### config.mk
export PLATFORM = sky130hd
export DESIGN_NAME = paced_frame_release_queue
export DESIGN_NICKNAME = d
export VERILOG_FILES = /design/src/hw/rtl/pfrq_pkg.sv /design/src/hw/rtl/paced_frame_release_queue.sv /design/src/hw/rtl/pfrq_ram.sv /design/src/hw/rtl/pfrq_ctrl.sv /design/src/hw/rtl/pfrq_dp.sv
export SDC_FILE = /design/constraint.sdc
export NUM_CORES = 2
export LEC_CHECK = 0
export BUFFER_PORTS_ARGS = -buffer_cell sky130_fd_sc_hd__buf_2
export CORE_MARGIN = 5
export CORE_UTILIZATION = 61
export DETAILED_ROUTE_END_ITERATION = 10
export MAX_ROUTING_LAYER = met4
export PLACE_DENSITY_LB_ADDON = 0.25
export RECOVER_POWER = 25
export SLEW_MARGIN = 40
export SYNTH_ARGS = -nofsm -noshare
export SYNTH_HDL_FRONTEND = slang
export SYNTH_HIERARCHICAL = 1
export SYNTH_SLANG_ARGS = --single-unit
### constraint.sdc
create_clock -name clk -period 31.6 [get_ports clk]
set_input_delay 6.32 -clock clk [delete_from_list [all_inputs] [get_ports clk]]
set_output_delay 6.32 -clock clk [all_outputs]
set_load 0.1 [all_outputs]
### src/hw/rtl/pfrq_pkg.sv
// pfrq_pkg: field widths, op codes, register map and the command and status
// structs shared by the paced frame release queue modules.
// Depends on nothing.
`timescale 1ns / 1ps

package pfrq_pkg;

  // payload field widths
  localparam int OP_W        = 2;
  localparam int STAMP_W     = 64;
  localparam int DUE_W       = 63;
  localparam int SIZE_W      = 31;
  localparam int OCC_REP_W   = 5;
  localparam int BYTES_REP_W = 35;
  localparam int OVF_W       = 32;

  // configuration register widths and reset values
  localparam int CEIL_W  = 36;
  localparam int SLACK_W = 30;
  localparam logic [CEIL_W-1:0]  CEIL_RESET  = 36'd134217728;
  localparam logic [SLACK_W-1:0] SLACK_RESET = 30'd2000000;

  // configuration port
  localparam int ADDR_W = 4;
  localparam int DATA_W = 64;
  localparam logic [ADDR_W-1:0] ADDR_CEIL  = 4'h0;
  localparam logic [ADDR_W-1:0] ADDR_SLACK = 4'h8;

  // op codes
  localparam logic [OP_W-1:0] OP_PUSH  = 2'd0;
  localparam logic [OP_W-1:0] OP_TICK  = 2'd1;
  localparam logic [OP_W-1:0] OP_CLEAR = 2'd2;

  // result kinds
  localparam logic KIND_PUSH    = 1'b0;
  localparam logic KIND_RELEASE = 1'b1;

  // controller to datapath commands
  typedef struct packed {
    logic accept;    // latch the input request
    logic clear;     // empty the queue
    logic push;      // store a frame if there is room and emit push status
    logic rs_read;   // read stamp of the entry being rescheduled
    logic rs_write;  // write the new due time and step to the next entry
    logic hd_read;   // read the head entry
    logic rel;       // release the head entry
    logic flush;     // emit the held release as the final result
  } pfrq_cmd_t;

  // datapath to controller status
  typedef struct packed {
    logic count_zero;
    logic rs_last;
    logic due_release;
    logic pend_valid;
    logic out_free;
  } pfrq_stat_t;

endpackage

### src/hw/rtl/paced_frame_release_queue.sv
// paced_frame_release_queue: top level with the configuration registers,
// controller and datapath. Depends on pfrq_pkg, pfrq_ctrl and pfrq_dp.
//
// Usage: requests enter on in_valid/in_ready with op push, tick or clear.
// A push gives one status result; a tick gives one result per released
// frame, the final one marked by last; clear and unknown ops give none.
// Results leave on out_valid/out_ready from an output register.
// One request at a time. On a tick with a valid playout offset the due
// time of every queued entry is rewritten first; then the head entries
// are checked in turn and released. Every reschedule is a read and a
// write, and every head check a read and a compare, on the single-port
// descriptor memories. Clear acts as the request is accepted.
// A stalled receiver holds the sequencer at the next result until the
// output register drains; one release is held internally until the next
// head decision shows whether it is the last.
// Reset empties the queue, zeroes the peak and overflow counters and
// restores the register defaults; descriptor memories are not cleared.
// Registers: byte_ceiling at 0x0, slack_time at 0x8, 64-bit data.
`timescale 1ns / 1ps

module paced_frame_release_queue
  import pfrq_pkg::*;
#(
  parameter int QUEUE_DEPTH = 16
) (
  input  logic                      clk,
  input  logic                      rst,
  input  logic                      psel,
  input  logic                      penable,
  input  logic                      pwrite,
  input  logic [ADDR_W-1:0]         paddr,
  input  logic [DATA_W-1:0]         pwdata,
  output logic [DATA_W-1:0]         prdata,
  output logic                      pready,
  input  logic                      in_valid,
  output logic                      in_ready,
  input  logic [OP_W-1:0]           op,
  input  logic signed [STAMP_W-1:0] frame_stamp,
  input  logic [DUE_W-1:0]          frame_due,
  input  logic [SIZE_W-1:0]         frame_size,
  input  logic [DUE_W-1:0]          now_time,
  input  logic                      offset_valid,
  input  logic signed [STAMP_W-1:0] playout_offset,
  output logic                      out_valid,
  input  logic                      out_ready,
  output logic                      kind,
  output logic                      accepted,
  output logic signed [STAMP_W-1:0] out_stamp,
  output logic [DUE_W-1:0]          out_time,
  output logic                      early,
  output logic                      last,
  output logic [OCC_REP_W-1:0]      occupancy,
  output logic [BYTES_REP_W-1:0]    queued_bytes,
  output logic [OCC_REP_W-1:0]      peak_occupancy,
  output logic [OVF_W-1:0]          overflow_total
);

  logic [CEIL_W-1:0]  byte_ceiling;
  logic [SLACK_W-1:0] slack_time;
  logic               cfg_wr;
  pfrq_cmd_t          cmd;
  pfrq_stat_t         stat;

  assign pready = 1'b1;
  assign cfg_wr = psel && penable && pwrite;

  // register writes select the word by paddr[3]
  always_ff @(posedge clk) begin
    if (rst) begin
      byte_ceiling <= CEIL_RESET;
      slack_time   <= SLACK_RESET;
    end else if (cfg_wr) begin
      if (paddr[3] == ADDR_SLACK[3]) begin
        slack_time <= pwdata[SLACK_W-1:0];
      end else begin
        byte_ceiling <= pwdata[CEIL_W-1:0];
      end
    end
  end

  // register read back
  always_comb begin
    priority if (paddr == ADDR_CEIL) begin
      prdata = DATA_W'(byte_ceiling);
    end else if (paddr == ADDR_SLACK) begin
      prdata = DATA_W'(slack_time);
    end else begin
      prdata = '0;
    end
  end

  pfrq_ctrl u_ctrl (
    .clk          (clk),
    .rst          (rst),
    .in_valid     (in_valid),
    .in_ready     (in_ready),
    .op           (op),
    .offset_valid (offset_valid),
    .stat         (stat),
    .cmd          (cmd)
  );

  pfrq_dp #(.QUEUE_DEPTH(QUEUE_DEPTH)) u_dp (
    .clk            (clk),
    .rst            (rst),
    .cmd            (cmd),
    .stat           (stat),
    .byte_ceiling   (byte_ceiling),
    .slack_time     (slack_time),
    .frame_stamp    (frame_stamp),
    .frame_due      (frame_due),
    .frame_size     (frame_size),
    .now_time       (now_time),
    .playout_offset (playout_offset),
    .out_valid      (out_valid),
    .out_ready      (out_ready),
    .kind           (kind),
    .accepted       (accepted),
    .out_stamp      (out_stamp),
    .out_time       (out_time),
    .early          (early),
    .last           (last),
    .occupancy      (occupancy),
    .queued_bytes   (queued_bytes),
    .peak_occupancy (peak_occupancy),
    .overflow_total (overflow_total)
  );

endmodule

### src/hw/rtl/pfrq_ram.sv
// pfrq_ram: generic single-port RAM with registered read data.
// Depends on nothing.
`timescale 1ns / 1ps

module pfrq_ram #(
  parameter int WIDTH = 8,
  parameter int DEPTH = 16
) (
  input  logic                     clk,
  input  logic                     en,
  input  logic                     we,
  input  logic [$clog2(DEPTH)-1:0] addr,
  input  logic [WIDTH-1:0]         wdata,
  output logic [WIDTH-1:0]         rdata
);

  logic [WIDTH-1:0] mem [DEPTH];

  // one access per cycle, read data holds while idle
  always_ff @(posedge clk) begin
    if (en) begin
      if (we) begin
        mem[addr] <= wdata;
      end else begin
        rdata <= mem[addr];
      end
    end
  end

endmodule

### src/hw/rtl/pfrq_ctrl.sv
// pfrq_ctrl: sequencer for push, clear, reschedule, head release and result flush.
// Depends on pfrq_pkg for op codes and the command and status structs.
`timescale 1ns / 1ps

module pfrq_ctrl
  import pfrq_pkg::*;
(
  input  logic            clk,
  input  logic            rst,
  input  logic            in_valid,
  output logic            in_ready,
  input  logic [OP_W-1:0] op,
  input  logic            offset_valid,
  input  pfrq_stat_t      stat,
  output pfrq_cmd_t       cmd
);

  localparam logic [2:0] S_IDLE   = 3'd0;
  localparam logic [2:0] S_PUSH   = 3'd1;
  localparam logic [2:0] S_RS_RD  = 3'd2;
  localparam logic [2:0] S_RS_WR  = 3'd3;
  localparam logic [2:0] S_HD_RD  = 3'd4;
  localparam logic [2:0] S_HD_CHK = 3'd5;
  localparam logic [2:0] S_FLUSH  = 3'd6;

  logic [2:0] state;
  logic [2:0] state_next;

  assign in_ready = (state == S_IDLE);

  // next state and commands
  always_comb begin
    state_next = state;
    cmd        = '0;
    unique case (state)
      S_IDLE: begin
        if (in_valid) begin
          cmd.accept = 1'b1;
          unique case (op)
            OP_PUSH: state_next = S_PUSH;
            OP_TICK: begin
              if (offset_valid && !stat.count_zero) state_next = S_RS_RD;
              else state_next = S_HD_RD;
            end
            OP_CLEAR: cmd.clear = 1'b1;
            default: state_next = S_IDLE;
          endcase
        end
      end
      S_PUSH: begin
        if (stat.out_free) begin
          cmd.push   = 1'b1;
          state_next = S_IDLE;
        end
      end
      S_RS_RD: begin
        cmd.rs_read = 1'b1;
        state_next  = S_RS_WR;
      end
      S_RS_WR: begin
        cmd.rs_write = 1'b1;
        state_next   = stat.rs_last ? S_HD_RD : S_RS_RD;
      end
      S_HD_RD: begin
        if (stat.count_zero) begin
          state_next = S_FLUSH;
        end else begin
          cmd.hd_read = 1'b1;
          state_next  = S_HD_CHK;
        end
      end
      S_HD_CHK: begin
        if (!stat.due_release) begin
          state_next = S_FLUSH;
        end else if (!stat.pend_valid || stat.out_free) begin
          cmd.rel    = 1'b1;
          state_next = S_HD_RD;
        end
      end
      S_FLUSH: begin
        if (!stat.pend_valid) begin
          state_next = S_IDLE;
        end else if (stat.out_free) begin
          cmd.flush  = 1'b1;
          state_next = S_IDLE;
        end
      end
      default: state_next = S_IDLE;
    endcase
  end

  // state register
  always_ff @(posedge clk) begin
    if (rst) begin
      state <= S_IDLE;
    end else begin
      state <= state_next;
    end
  end

endmodule

### src/hw/rtl/pfrq_dp.sv
// pfrq_dp: descriptor memories, queue counters, due test, held release and
// output register. Depends on pfrq_pkg and pfrq_ram.
`timescale 1ns / 1ps

module pfrq_dp
  import pfrq_pkg::*;
#(
  parameter int QUEUE_DEPTH = 16
) (
  input  logic                      clk,
  input  logic                      rst,
  input  pfrq_cmd_t                 cmd,
  output pfrq_stat_t                stat,
  input  logic [CEIL_W-1:0]         byte_ceiling,
  input  logic [SLACK_W-1:0]        slack_time,
  input  logic signed [STAMP_W-1:0] frame_stamp,
  input  logic [DUE_W-1:0]          frame_due,
  input  logic [SIZE_W-1:0]         frame_size,
  input  logic [DUE_W-1:0]          now_time,
  input  logic signed [STAMP_W-1:0] playout_offset,
  output logic                      out_valid,
  input  logic                      out_ready,
  output logic                      kind,
  output logic                      accepted,
  output logic signed [STAMP_W-1:0] out_stamp,
  output logic [DUE_W-1:0]          out_time,
  output logic                      early,
  output logic                      last,
  output logic [OCC_REP_W-1:0]      occupancy,
  output logic [BYTES_REP_W-1:0]    queued_bytes,
  output logic [OCC_REP_W-1:0]      peak_occupancy,
  output logic [OVF_W-1:0]          overflow_total
);

  localparam int IDX_W   = $clog2(QUEUE_DEPTH);
  localparam int CNT_W   = $clog2(QUEUE_DEPTH + 1);
  localparam int BYTES_W = SIZE_W + CNT_W;
  localparam int CMP_W   = (BYTES_W > CEIL_W) ? BYTES_W : CEIL_W;
  localparam int SS_W    = STAMP_W + SIZE_W;

  // queue state
  logic [IDX_W-1:0]   head;
  logic [IDX_W-1:0]   head_next;
  logic [CNT_W-1:0]   count;
  logic [CNT_W-1:0]   count_next;
  logic [BYTES_W-1:0] bytes;
  logic [BYTES_W-1:0] bytes_next;
  logic [CNT_W-1:0]   peak;
  logic [CNT_W-1:0]   peak_next;
  logic [OVF_W-1:0]   ovf;
  logic [OVF_W-1:0]   ovf_next;
  logic [IDX_W-1:0]   rs_idx;

  // latched request
  logic signed [STAMP_W-1:0] req_stamp;
  logic [DUE_W-1:0]          req_due;
  logic [SIZE_W-1:0]         req_size;
  logic signed [STAMP_W-1:0] req_offset;
  logic [DUE_W:0]            now_slack;

  // held release
  logic                      pend_valid;
  logic signed [STAMP_W-1:0] pend_stamp;
  logic [DUE_W-1:0]          pend_due;
  logic                      pend_early;
  logic [OCC_REP_W-1:0]      pend_occ;
  logic [BYTES_REP_W-1:0]    pend_bytes;
  logic [OCC_REP_W-1:0]      pend_peak;
  logic [OVF_W-1:0]          pend_ovf;

  // memory ports
  logic              ss_en, ss_we, due_en, due_we;
  logic [IDX_W-1:0]  ss_addr, due_addr;
  logic [SS_W-1:0]   ss_rd;
  logic [DUE_W-1:0]  due_rd, due_wd;
  logic signed [STAMP_W-1:0] stamp_rd;
  logic [SIZE_W-1:0] size_rd;

  // derived values
  logic              room;
  logic              push_ok;
  logic              out_free;
  logic              out_load;
  logic [CNT_W:0]    push_sum;
  logic [IDX_W-1:0]  slot_push;
  logic [IDX_W:0]    rs_sum;
  logic [IDX_W-1:0]  slot_rs;
  logic [STAMP_W:0]  resched_sum;
  logic [CNT_W+4:0]  occ_ext, peak_ext;
  logic [BYTES_W+BYTES_REP_W-1:0] bytes_ext;
  logic [OCC_REP_W-1:0]   occ_rep, peak_rep;
  logic [BYTES_REP_W-1:0] bytes_rep;

  assign stamp_rd = ss_rd[SS_W-1:SIZE_W];
  assign size_rd  = ss_rd[SIZE_W-1:0];

  // room check against both ceilings
  assign room    = (count < CNT_W'(QUEUE_DEPTH)) &&
                   (CMP_W'(bytes) < CMP_W'(byte_ceiling));
  assign push_ok = cmd.push && room;

  // ring slots for the tail and for the entry being rescheduled
  assign push_sum  = (CNT_W+1)'(head) + (CNT_W+1)'(count);
  assign slot_push = (push_sum >= (CNT_W+1)'(QUEUE_DEPTH)) ?
                     IDX_W'(push_sum - (CNT_W+1)'(QUEUE_DEPTH)) : IDX_W'(push_sum);
  assign rs_sum    = (IDX_W+1)'(head) + (IDX_W+1)'(rs_idx);
  assign slot_rs   = (rs_sum >= (IDX_W+1)'(QUEUE_DEPTH)) ?
                     IDX_W'(rs_sum - (IDX_W+1)'(QUEUE_DEPTH)) : IDX_W'(rs_sum);

  // new due time: stamp plus offset, clamped to the unsigned range
  assign resched_sum = {stamp_rd[STAMP_W-1], stamp_rd} +
                       {req_offset[STAMP_W-1], req_offset};
  always_comb begin
    if (resched_sum[STAMP_W]) begin
      due_wd = '0;
    end else if (resched_sum[STAMP_W-1]) begin
      due_wd = '1;
    end else begin
      due_wd = resched_sum[DUE_W-1:0];
    end
    if (push_ok) due_wd = req_due;
  end

  // memory access selection
  assign ss_en    = push_ok || cmd.rs_read || cmd.hd_read;
  assign ss_we    = push_ok;
  assign ss_addr  = push_ok ? slot_push : (cmd.rs_read ? slot_rs : head);
  assign due_en   = push_ok || cmd.rs_write || cmd.hd_read;
  assign due_we   = push_ok || cmd.rs_write;
  assign due_addr = push_ok ? slot_push : (cmd.rs_write ? slot_rs : head);

  pfrq_ram #(.WIDTH(SS_W), .DEPTH(QUEUE_DEPTH)) u_ram_ss (
    .clk   (clk),
    .en    (ss_en),
    .we    (ss_we),
    .addr  (ss_addr),
    .wdata ({req_stamp, req_size}),
    .rdata (ss_rd)
  );

  pfrq_ram #(.WIDTH(DUE_W), .DEPTH(QUEUE_DEPTH)) u_ram_due (
    .clk   (clk),
    .en    (due_en),
    .we    (due_we),
    .addr  (due_addr),
    .wdata (due_wd),
    .rdata (due_rd)
  );

  // counter updates
  always_comb begin
    head_next  = head;
    count_next = count;
    bytes_next = bytes;
    peak_next  = peak;
    ovf_next   = ovf;
    if (cmd.clear) begin
      head_next  = '0;
      count_next = '0;
      bytes_next = '0;
    end else if (push_ok) begin
      count_next = count + CNT_W'(1);
      bytes_next = bytes + BYTES_W'(req_size);
      if (count_next > peak) peak_next = count_next;
    end else if (cmd.rel) begin
      head_next  = (head == IDX_W'(QUEUE_DEPTH - 1)) ? '0 : head + IDX_W'(1);
      count_next = count - CNT_W'(1);
      bytes_next = bytes - BYTES_W'(size_rd);
      if (!room && (ovf != '1)) ovf_next = ovf + OVF_W'(1);
    end
  end

  // reported values saturate at the result field widths
  assign occ_ext   = (CNT_W+5)'(count_next);
  assign peak_ext  = (CNT_W+5)'(peak_next);
  assign bytes_ext = (BYTES_W+BYTES_REP_W)'(bytes_next);
  assign occ_rep   = (occ_ext > (CNT_W+5)'(31)) ? '1 : occ_ext[OCC_REP_W-1:0];
  assign peak_rep  = (peak_ext > (CNT_W+5)'(31)) ? '1 : peak_ext[OCC_REP_W-1:0];
  assign bytes_rep = (bytes_ext > (BYTES_W+BYTES_REP_W)'({BYTES_REP_W{1'b1}})) ?
                     '1 : bytes_ext[BYTES_REP_W-1:0];

  // status to the controller
  assign out_free         = !out_valid || out_ready;
  assign stat.count_zero  = (count == '0);
  assign stat.rs_last     = ((CNT_W'(rs_idx) + CNT_W'(1)) == count);
  assign stat.due_release = !room || !({1'b0, due_rd} > now_slack);
  assign stat.pend_valid  = pend_valid;
  assign stat.out_free    = out_free;

  assign out_load = cmd.push || (cmd.rel && pend_valid) || cmd.flush;

  // queue state registers
  always_ff @(posedge clk) begin
    if (rst) begin
      head   <= '0;
      count  <= '0;
      bytes  <= '0;
      peak   <= '0;
      ovf    <= '0;
      rs_idx <= '0;
    end else begin
      head  <= head_next;
      count <= count_next;
      bytes <= bytes_next;
      peak  <= peak_next;
      ovf   <= ovf_next;
      if (cmd.accept) begin
        rs_idx <= '0;
      end else if (cmd.rs_write) begin
        rs_idx <= rs_idx + IDX_W'(1);
      end
    end
  end

  // request capture
  always_ff @(posedge clk) begin
    if (cmd.accept) begin
      req_stamp  <= frame_stamp;
      req_due    <= frame_due;
      req_size   <= frame_size;
      req_offset <= playout_offset;
      now_slack  <= {1'b0, now_time} + (DUE_W+1)'(slack_time);
    end
  end

  // held release: emitted once the next head decision is known
  always_ff @(posedge clk) begin
    if (rst) begin
      pend_valid <= 1'b0;
    end else if (cmd.rel) begin
      pend_valid <= 1'b1;
    end else if (cmd.flush) begin
      pend_valid <= 1'b0;
    end
  end

  always_ff @(posedge clk) begin
    if (cmd.rel) begin
      pend_stamp <= stamp_rd;
      pend_due   <= due_rd;
      pend_early <= !room;
      pend_occ   <= occ_rep;
      pend_bytes <= bytes_rep;
      pend_peak  <= peak_rep;
      pend_ovf   <= ovf_next;
    end
  end

  // output register
  always_ff @(posedge clk) begin
    if (rst) begin
      out_valid <= 1'b0;
    end else if (out_load) begin
      out_valid <= 1'b1;
    end else if (out_ready) begin
      out_valid <= 1'b0;
    end
  end

  always_ff @(posedge clk) begin
    if (cmd.push) begin
      kind           <= KIND_PUSH;
      accepted       <= room;
      out_stamp      <= '0;
      out_time       <= '0;
      early          <= 1'b0;
      last           <= 1'b1;
      occupancy      <= occ_rep;
      queued_bytes   <= bytes_rep;
      peak_occupancy <= peak_rep;
      overflow_total <= ovf_next;
    end else if (out_load) begin
      kind           <= KIND_RELEASE;
      accepted       <= 1'b0;
      out_stamp      <= pend_stamp;
      out_time       <= pend_due;
      early          <= pend_early;
      last           <= cmd.flush;
      occupancy      <= pend_occ;
      queued_bytes   <= pend_bytes;
      peak_occupancy <= pend_peak;
      overflow_total <= pend_ovf;
    end
  end

  // a waiting result is never overwritten
  assert property (@(posedge clk) disable iff (rst)
    (out_load && out_valid) |-> out_ready)
    else $error("output register overwritten while stalled");

  // an empty queue holds no bytes
  assert property (@(posedge clk) disable iff (rst)
    (count == '0) |-> (bytes == '0))
    else $error("byte total nonzero with empty queue");

  // the peak never falls below the current occupancy
  assert property (@(posedge clk) disable iff (rst)
    peak >= count)
    else $error("peak below occupancy");

  // a release never happens on an empty queue
  assert property (@(posedge clk) disable iff (rst)
    cmd.rel |-> (count != '0))
    else $error("release from empty queue");

endmodule
After elaboration in Yosys (flattened, before gate mapping)
Memories as Yosys holds them, arrays and structs flattened. A register that Yosys moved wholly into a read port is not among the register bits.
Cells that the tools add are included.
{ "classes": {"addsub": 14, "magnitude_cmp": 9, "eq_ne": 15, "mux": 72, "bitwise": 3, "reduce_logical": 36} }
{ "ops": {"columns": ["op", "n"], "rows": [
  ["$mux W32", 6],
  ["$mux W63", 3],
  ["$mux W36", 4],
  ["$mux W35", 3],
  ["$add A64 B64 Y65", 1],
  ["$add A63 B30 Y64", 1],
  ["$gt A63 B64 Y1", 1],
  ["$mux W5", 12],
  ["$add A36 B31 Y36", 1],
  ["$gt A36 B35 Y1 const B", 1],
  ["$lt A36 B36 Y1", 1],
  ["$sub A36 B31 Y36", 1],
  ["$add A32 B1 Y32 const B", 1],
  ["$ne A32 B32 Y1 const B", 1],
  ["$mux W30", 1],
  ["$mux W4", 7],
  ["$mux W1", 24],
  ["$mux W3", 7],
  ["$pmux W3 S7", 1],
  ["$gt A5 B5 Y1 const B", 2],
  ["$reduce_and A2 Y1", 5],
  ["$eq A3 B3 Y1 const B", 3],
  ["$logic_or A1 B1 Y1", 9],
  ["$pmux W3 S3", 1],
  ["other kinds (30)", 52]
]} }
{ "totals": {"register_bits": 856, "mem_bits_rw": 2528, "output_inout_bits": 275, "elab_cells": 184, "memories": 2} }
{ "memory_table": {"columns": ["name", "depth", "width", "read_ports", "rd_ports_with_merged_regs", "wr", "line", "rtl"], "rows": [
  ["u_dp.u_ram_ss.mem", 16, 95, 1, 1, 1, "pfrq_ram.sv:17", "logic [WIDTH-1:0] mem [DEPTH];"],
  ["u_dp.u_ram_due.mem", 16, 63, 1, 1, 1, "pfrq_ram.sv:17", null]
]} }

Logic depth before layout (Yosys ltp)
{ "logic_depth": {"depth_word": 12, "ltp_mapped": 23, "depth_no_buf": 21} }

By module
Netlist, hierarchy kept.
{ "by_module_without_submodules": {"columns": ["mod", "n_inst", "cells_per_inst", "area_per_inst_um2", "seq_area_each_um2"], "rows": [
  ["pfrq_ram at u_dp.u_ram_ss", 1, 2440, 59762.3, 48496.5],
  ["pfrq_dp", 1, 3884, 40169.8, 21450.6],
  ["pfrq_ram at u_dp.u_ram_due", 1, 1627, 39621.8, 32160.8],
  ["paced_frame_release_queue", 1, 340, 3379.5, 1321.3],
  ["pfrq_ctrl", 1, 46, 335.3, 60.1]
]} }

Worst setup path after synthesis
No wires, ideal clock.
{ "synth_timing": {"kind": "input port to flip-flop", "start": "input out_ready", "end": "register u_dp.accepted (enable)", "setup_ns": 0.432, "t_arrival_ns": 23.608, "required_time_ns": 31.168, "path_slack_ns": 7.560, "cell_stages": 11, "path_cell_list": "nand2b_1 > buf_4 > and2b_2 > nor3_1 > clkbuf_1 > nand2_1 > and3_1 > clkbuf_1 > clkbuf_1 > clkbuf_1 > inv_1"} }
{ "synth_rtl": {"columns": ["item", "line", "rtl"], "rows": [
  ["from (decl)", "paced_frame_release_queue.sv:45", "input logic out_ready,"],
  ["to (signal assigned)", "pfrq_dp.sv:263", "accepted <= room;"],
  ["to (decl)", "pfrq_dp.sv:24", "output logic accepted,"]
]} }

Worst setup path in the final report
{ "layout_timing": {"start": "input paddr[1]", "end": "output prdata[25]"} }
{ "layout_between": {"elab_chain_len": 3, "word_cells_on_any_way": 4} }
{ "layout_rtl": {"columns": ["item", "line", "rtl"], "rows": [
  ["from (decl)", "paced_frame_release_queue.sv:31", "input logic [ADDR_W-1:0] paddr,"],
  ["$eq A4 B4 Y1", "paced_frame_release_queue.sv:85", "end else if (paddr == ADDR_SLACK) begin"],
  ["$mux W30", "paced_frame_release_queue.sv:85", null],
  ["$mux W36 *", "paced_frame_release_queue.sv:83", "priority if (paddr == ADDR_CEIL) begin"],
  ["to (decl)", "paced_frame_release_queue.sv:33", "output logic [DATA_W-1:0] prdata,"]
]} }
Every way passes the cells marked *; elsewhere a longest branch is shown, timed or not.

==> flow_summary_export.csv <==
group,metric,value,unit
outcome,status,"finished, final reports clean",
timing,tightest_slew,1319,ps
global_route,grt_pass1_wl,558300,um
place,dp_hpwl,238100,um
die,ios,638,
cells_and_area,drive_above_1_share,0.2103,
timing,finalSetupViolCount,0,
setup_path,cp_data_arrival_time,8000,ps
die,die_area,244700,um^2
global_route,antenna_found_initial,49,
clocking,post-cts-setup-buffers,0,
clocking,cts_tree,"done",
setup_path,path_class,"in -> out",
cells_and_area,fillCellCount,14720,
yosys,synth_top_cell_area_share,0.6822,
pwr,vdd_drop_max,0.00009534,V
timing,whs,447.1,ps
setup_path,endpoint_kind,"primary output",
route,vias_per_cell,6.490,
cells_and_area,instances_no_fill,12490,
yosys,muxShareOfSynthArea,0.1066,
yosys,synth_edf_count,3255,
die,die_h,494.6,um
yosys,synthSimpleGateAreaFrac,0.04969,
clocking,cts_resized,0,
setup_path,rrSetupSlack,24380,ps
setup_path,critPathLaunchType,"input port",
yosys,avgSynthCellArea,17.18,um^2
timing,max_freq,69.82,MHz
yosys,synthArstFlopShare,0,
die,die_w,494.6,um
timing,drv_slew,0,
timing,hold_viol_final,0,
place,place.gp.congestion,0.9662,
timing,timing.slew.headroom,0.1207,
timing,fin_ws,17280,ps
route,drt_first_pass_iters,8,
timing,fin_skew,88.93,ps
yosys,synthAdderAreaFrac,0.02451,
yosys,ys_warn_count,6,
cells_and_area,area_growth_syn_to_layout,12.83,%
clocking,cts.sink_count,3542,
clocking,htree_levels,5,
global_route,overflow,0,
route,via_count,81030,
global_route,grt_start_max_net_pins,114,
route,routed_wl,391900,um
yosys,synth_top_family_by_area,"multiplexers",
yosys,ys_seq_elements,3542,
route,drc,0,
cells_and_area,fin_nets,9660,
clocking,cts_hold_buf,0,
yosys,synth_compound_area_frac,0.06220,
timing,tns,0,ps
place,pre_cts_ws,17320,ps
place,dpl_cell_area,150100,um^2
job,maxCapViolCount,0,
timing,fin_crit,14320,ps
timing,timing.final.crit_share,0.4532,
yosys,synthFlopType,"edfxtp_1",
route,wire_per_inst,31.39,um
clocking,ctsRootBufferMaster,"clkbuf_16",
route,ant_nets,0,
die,core-area,234500,um^2
yosys,synth-xor-area-share,0.01271,
global_route,grtUsageTotal,0.3272,
pwr,cellPowerDensity,68.65,nW/um^2
yosys,synth.distinct_cells,104,
die,rows,178,
setup_path,cp_max_fo,30,
yosys,synthTopCellsByArea,"edfxtp_1 (68%), mux4_2 (9.7%), dfxtp_1 (4.0%), ha_1 (2.4%), nand2_1 (1.9%)",
pwr,leakage,55.35,nW
place,io_buffers,580,
route,drt_iter0_drc,10430,
min_path,hold_path.class,"reg -> reg",
cells_and_area,final_cell_area,161600,um^2
clocking,cts_buffer_depth,4,
clocking,numCtsBuffers,361,
yosys,syn_area,143300,um^2
clocking,worstSkewPairLatency,1000,ps
die,start_util,0.6109,
timing,rsz0062_at_grt,"no",
yosys,ys_seq_area_frac,0.7223,
setup_path,required,25280,ps
place,numPlacedInstances,11800,
clocking,clk_pin_slew_worst_paths,60,ps
global_route,grt_pass1_vias,80680,
yosys,yosysTopAreaCell,"edfxtp_1",
yosys,synth_cells,8337,
==> report_power, final <==
part / switching (W) / leakage [nW] / internal [W]
combinational: 0.00110 / 18.0 / 0.000304
clock: 0.00175 / 5.60 / 0.00240
sequential: 0.000145 / 31.8 / 0.00540
==> logic make-up after synthesis <==
kind of cell / Yosys count
buffers and inverters: 674
and+or+nand+nor: 1556
adders and majority gates: 277
xor gates and xnor gates: 207
other: 2
AOI/OAI and AO/OA: 1350
DFF: 3542
muxes: 729
==> worst max-delay path, stage by stage <==
cell and delay [ps]:
buf_2 130, nor4b_4 330, buf_4 440, a22o_1 300
buf_2 460
==> registers in the layout, indices dropped and copies added (netlist names), 63 cells and up <==
signal                flops
u_dp/u_ram_ss/rdata      95
u_dp/now_slack           64
u_dp/u_ram_due/rdata     63
u_dp/pend_stamp          64
u_dp/u_ram_due/mem     1008
u_dp/out_stamp           64
u_dp/out_time            63
u_dp/req_due             63
u_dp/pend_due            63
u_dp/req_offset          64
u_dp/u_ram_ss/mem      1520
u_dp/req_stamp           64
==> placed cells by master, fill, tap and decap left out, types with 21 or more instances in the layout <==
cell	netlist	routed
nand2b_1	124	124
edfxtp_1	3255	3255
nand2_1	728	728
a31oi_1	38	38
clkbuf_1	217	87
mux2i_1	82	82
nor2_1	321	294
a21oi_1	269	265
dfxtp_1	287	287
or3_1	22	22
o21a_1	36	36
nor3_1	67	56
clkinv_1	0	65
nand3_1	69	69
and2_1	23	21
bufinv_16	0	31
o21bai_1	29	29
a22o_1	34	34
clkinv_2	1	68
o211ai_1	38	38
and3_1	40	39
inv_1	238	235
xor2_1	76	76
ha_1	271	271
mux4_2	618	618
buf_2	65	566
a211oi_1	30	30
nor2_4	0	27
nand4_1	48	48
diode_2	0	32
xnor2_1	130	129
conb_1	2	29
buf_6	43	49
clkbuf_16	0	366
a22oi_1	321	321
buf_4	50	61
o21ai_0	304	296
a21o_1	111	111
nor2b_1	34	28
==> worst paths after layout <==
| check | start | endpoint | cells past startpoint |
|---|---|---|---|
| max | paddr[1] | prdata[25] | 5 |
| min reg2reg | u_dp/out_time[4] | u_dp/out_time[4] | 2 |
| max reg2reg | u_dp/out_valid | u_dp/u_ram_ss/mem[7][35] | 13 |
| min | u_dp/out_time[4] | u_dp/out_time[4] | 2 |
==> cell type report <==
type | instances | area (um^2) | share of cell area
multi-input combinational | 4148 | 37150 | 0.2298
antenna | 32 | 80.08 | 0.0004954
timing repair buffer | 726 | 4629 | 0.02864
sequential | 3542 | 103500 | 0.6402
clock inverter | 202 | 1899 | 0.01175
clock buffer | 444 | 9543 | 0.05904
inverter | 241 | 913.4 | 0.005650
tap | 3150 | 3941 | 0.02438
==> through the flow <==
step,total power [W],utilization
2_1_floorplan,0.006611,-
5_1_grt,0.01144,0.6892
3_5_place_dp,0.007030,0.6398
3_3_place_gp,0.006987,0.6369
4_1_cts,0.01113,0.6886
6_report,0.01110,0.6893
==> synth_stat cells (14+ instances only) <==
library cell	n
buf_1	57
nor3_1	67
o21bai_1	29
mux4_2	618
nor2_1	321
mux4_1	14
and2_1	23
xor2_1	76
xnor2_1	130
nand2_1	728
nand2b_1	124
a211oi_1	30
mux2i_1	82
a21oi_1	269
o211ai_1	38
mux2_2	15
buf_2	65
o21ai_0	304
edfxtp_1	3255
nor2b_1	34
buf_4	50
ha_1	271
nand3_1	69
a22oi_1	321
a22o_1	34
dfxtp_1	287
or3_1	22
inv_1	238
nand4_1	48
and3_1	40
a31oi_1	38
a21o_1	111
buf_6	43
o21a_1	36
clkbuf_1	217
==> per-layer routing <==
metal	routed length, um	vias up	GRT usage
li1	-	34220	-
met1	143700	41120	0.4294
met2	192500	4869	0.5176
met3	35730	827	0.04912
met4	19960	0	0.1443
met5	0	-	-
(Power assumes the default switching activity.)
